**src/ising_pkg.sv**
```systemverilog
// ----------------------------------------------------------------------------
// ising_pkg
// Types and codes shared by the lattice update controller and datapath.
// ----------------------------------------------------------------------------
package ising_pkg;

    localparam int IN_TDATA_W  = 48;
    localparam int IN_TUSER_W  = 2;
    localparam int OUT_TDATA_W = 8;
    localparam int CFG_DATA_W  = 32;

    // configuration register indexes
    localparam logic CFG_THR_FOUR  = 1'b0;
    localparam logic CFG_THR_EIGHT = 1'b1;

    typedef enum logic [1:0] {
        CMD_UPDATE = 2'd0,
        CMD_READ   = 2'd1,
        CMD_WRITE  = 2'd2
    } t_command;

    typedef enum logic [1:0] {
        S_CLEAR,
        S_IDLE,
        S_NBR,
        S_EXEC
    } t_state;

    // controller to datapath
    typedef struct packed {
        logic clr_wr;   // write one zero row of the clearing pass
        logic accept;   // take the item, read center row and row above
        logic rd_down;  // read row below
        logic exec;     // decide, write back row, load result
    } t_dp_cmd;

    // datapath to controller
    typedef struct packed {
        logic clr_last;
        logic out_free;
    } t_dp_stat;

endpackage

```
**src/ising_ctrl.sv**
```systemverilog
// ----------------------------------------------------------------------------
// ising_ctrl
// Sequencer for clearing pass, neighbor row reads and the update step.
// ----------------------------------------------------------------------------
module ising_ctrl (
    input  logic                i_clk,
    input  logic                i_rst_n,
    input  logic                i_in_valid,
    output logic                o_in_ready,
    input  ising_pkg::t_dp_stat i_stat,
    output ising_pkg::t_dp_cmd  o_cmd
);
    import ising_pkg::*;

    t_state r_state;
    t_state n_state;

    always_ff @(posedge i_clk) begin
        if (!i_rst_n) begin
            r_state <= S_CLEAR;
        end else begin
            r_state <= n_state;
        end
    end

    always_comb begin
        n_state = r_state;
        case (r_state)
            S_CLEAR: begin
                if (i_stat.clr_last) n_state = S_IDLE;
            end
            S_IDLE: begin
                if (i_in_valid) n_state = S_NBR;
            end
            S_NBR: begin
                n_state = S_EXEC;
            end
            S_EXEC: begin
                // hold until the result register can take the item
                if (i_stat.out_free) n_state = S_IDLE;
            end
            default: begin
                n_state = S_CLEAR;
            end
        endcase
    end

    always_comb begin
        o_in_ready     = 1'b0;
        o_cmd          = '0;
        case (r_state)
            S_CLEAR: begin
                o_cmd.clr_wr = 1'b1;
            end
            S_IDLE: begin
                o_in_ready   = 1'b1;
                o_cmd.accept = i_in_valid;
            end
            S_NBR: begin
                o_cmd.rd_down = 1'b1;
            end
            S_EXEC: begin
                o_cmd.exec = i_stat.out_free;
            end
            default: begin
                o_cmd = '0;
            end
        endcase
    end

endmodule

```
**config.mk**
```make
export PLATFORM = sky130hd
export DESIGN_NAME = ising_ctrl
export DESIGN_NICKNAME = d
export VERILOG_FILES = /design/src/ising_pkg.sv /design/src/ising_ctrl.sv
export SDC_FILE = /design/constraint.sdc
export NUM_CORES = 1
export LEC_CHECK = 0
export BUFFER_PORTS_ARGS = -buffer_cell sky130_fd_sc_hd__buf_2
export CAP_MARGIN = 15
export CORE_AREA = 2 2 39 41
export CTS_CLUSTER_SIZE = 12
export DETAILED_ROUTE_END_ITERATION = 10
export DIE_AREA = 0 0 41 43
export PLACE_DENSITY = 0.38
export RECOVER_POWER = 50
export SYNTH_ARGS = -nofsm -noshare
export SYNTH_HDL_FRONTEND = slang
export SYNTH_SLANG_ARGS = --single-unit
```
**constraint.sdc**
```tcl
create_clock -name i_clk -period 1.8 [get_ports i_clk]
set_input_delay 0.45 -clock i_clk [delete_from_list [all_inputs] [get_ports i_clk]]
set_output_delay 0.45 -clock i_clk [all_outputs]
set_load 0.01 [all_outputs]
```
==> impl_metrics.toml <==
[run]
maxCapViolations = 0

[global_routing]
track_usage_pct = 4.81
grt_start_max_net_pins = 6
grt_pass1_vias = 139
grt_pass1_wl_um = 510
antenna_found_initial = 0
overflow = 0

[timing]
worst_slew_pin_slew_ns = 0.521
rsz0062_at_grt = "no"
fin_crit_ns = 1.65
fin_skew_ns = 0.00451
setup_slack_ns = 0.152
setup_violations = 0
fmax_ghz = 0.607
hold_viol_final = 0
finalCritPeriodShare_pct = 91.5
slew_headroom_pct = 65.3
timing.setup.tns_ns = 0
maxSlewViolCount = 0

[final_layout]
diodes = 0
multi_input_area_sq_um = 124
fin_nets = 45
regArea_sq_um = 40.0
top_register = "r_state"
largest_register_ffs = 2
syn2layout_area_growth_pct = 45.6
nFillCells = 159
fin_util_pct = 19.3
reg_top3 = "r_state: 2 flops"
drive_above_1_share_pct = 33.3

[clock_network]
clkTransAtPathRegs_ns = 0.03
holdBufCountCts = 0
htreeDepth = 1
cts_root_buf = "clkbuf_4"
cts_num_sinks = 2
cts_setup_buffers = 0
post_cts_resized = 0
cts_buffers = 3
clk_path_buf_depth = 2
cts_tree = "done"
insertion_delay_ns = 0.22

[logic_synthesis]
yosys_register_bits = 2
synth_area_leader_cell = "ha_1"
synthArstFlopShare_pct = 0
syn_nets = 31
syn_avg_cell_area_sq_um = 8.76
synth_area_sq_um = 184
netlist_instances = 21
synthFlopType = "dfxtp_1"
synth_edf_count = 0
synth_common_cells = "5 x ha_1, 4 x inv_1, 3 x nand2_1, 2 x dfxtp_1, 2 x mux2i_1"
ys_warn_count = 0
ys_types = 10
synth_seq_area_share_pct = 21.8
synth_most_common_cell = "ha_1"
synth_top_cell_area_share_pct = 34.0
synthTopCellsByArea = "ha_1 34%, dfxtp_1 22%, mux2i_1 11%, inv_1 8.2%, nand2_1 6.1%"

[worst_setup_path]
start_kind = "flop"
cp.required_ns = 1.35
end_kind = "output pin"
r2r_slack_ns = 0.29
timing.rr.start = "r_state[1]$_SDFFE_PN0P_"
crit_path_max_fanout = 4
rr_endpoint = "r_state[0]$_SDFFE_PN0P_"
cp-startpoint = "r_state[1]$_SDFFE_PN0P_"
worstSetupPathType = "flop to output pin"
reg2reg_depth = 4
endpoint = "o_cmd[2]"
crit_arrival_ns = 1.20

[floorplan]
die-area_sq_um = 1760
core_area_sq_um = 1380
die_h_um = 43
initial_core_util_pct = 13.3
num_io_pins = 10
die_w_um = 41
row_count = 14

[drt]
ant_nets = 0
wl_per_cell_um = 7.24
num_vias = 168
drt-total-wl_um = 355
firstDrtPassIters = 4
drt_iter0_markers = 2
via_per_inst = 3.43
drc = 0

[place]
gp_congestion = 0.589
post-place-ws_ns = 0.263
hpwl_um = 298
port_buffers = 9

[power]
powerDensity_nw_per_um2 = 1210
p_leak_nw = 0.142
vdd_drop_max_v = 0.000374

[outcome]
outcome = "finished, final reports clean"

[min_path]
min_from = "r_state[1]$_SDFFE_PN0P_"
hp-class = "flop to flop"
[critical path, stage by stage, from the launching register on]
cell and delay, ns:
dfxtp_1 0.36, inv_1 0.10, ha_1 0.21, and2_2 0.17, buf_2 0.13
[cells in the final DEF, fill, tap and decap left out]
master	count
buf_2	6
and2_1	1
and2_2	1
clkbuf_1	3
ha_1	5
clkinvlp_2	1
a222oi_1	1
nand2b_1	1
nand2_1	3
mux2i_1	2
dfxtp_1	2
clkbuf_4	3
inv_1	4
[cells by family after synthesis]
group,synth area share (%)
AO/OA/AOI/OAI,5.44
adder cells (fa/ha/maj),34.0
buffers and inverters,10.9
flip-flops,21.8
multiplexers,10.9
AND/OR/NAND/NOR,17.0
[power by group]
| group | switching [mW] | internal [mW] | total [mW] |
|---|---|---|---|
| Clock | 0.0235 | 0.0733 | 0.0969 |
| Sequential | 0.0180 | 0.0603 | 0.0782 |
| Combinational | 0.0791 | 0.0697 | 0.149 |
| Total | 0.121 | 0.203 | 0.324 |
[metal layers]
| layer | up-vias | GRT usage [%] | wire length (um) |
|---|---|---|---|
| met5 | - | 0 | 0 |
| li1 | 91 | - | - |
| met2 | 12 | 5.31 | 114 |
| met4 | 0 | 4.00 | 0 |
| met1 | 65 | 5.11 | 184 |
| met3 | 0 | 4.71 | 56 |
[final cells by class]
cell class                 count  area share [%]
tap                           16            7.48
inverter                       5            7.48
clock buffer                   3            8.41
timing repair buffer           9            15.4
multi-input combinational     14            46.3
sequential                     2            15.0
[stage by stage]
stage	area (sq um)	hold WS (ns)	cells	power [mW]
floorplan	184	0.468	21	0.185
global placement	249	0.517	46	0.238
detailed placement	249	0.500	46	0.234
CTS	272	0.502	49	0.339
global route	268	0.520	49	0.361
finish	268	0.496	49	0.324
[how the worst min path moves through the flow]
stage | to | slack (ns) | cells after the start
after floorplan | r_state[1]$_SDFFE_PN0P_ | 0.47 | 2
after global placement | r_state[1]$_SDFFE_PN0P_ | 0.52 | 2
after detailed placement | r_state[1]$_SDFFE_PN0P_ | 0.50 | 2
after CTS | r_state[1]$_SDFFE_PN0P_ | 0.50 | 3
after global routing | r_state[1]$_SDFFE_PN0P_ | 0.52 | 3
final | r_state[1]$_SDFFE_PN0P_ | 0.50 | 2
(Power assumes the default switching activity.)
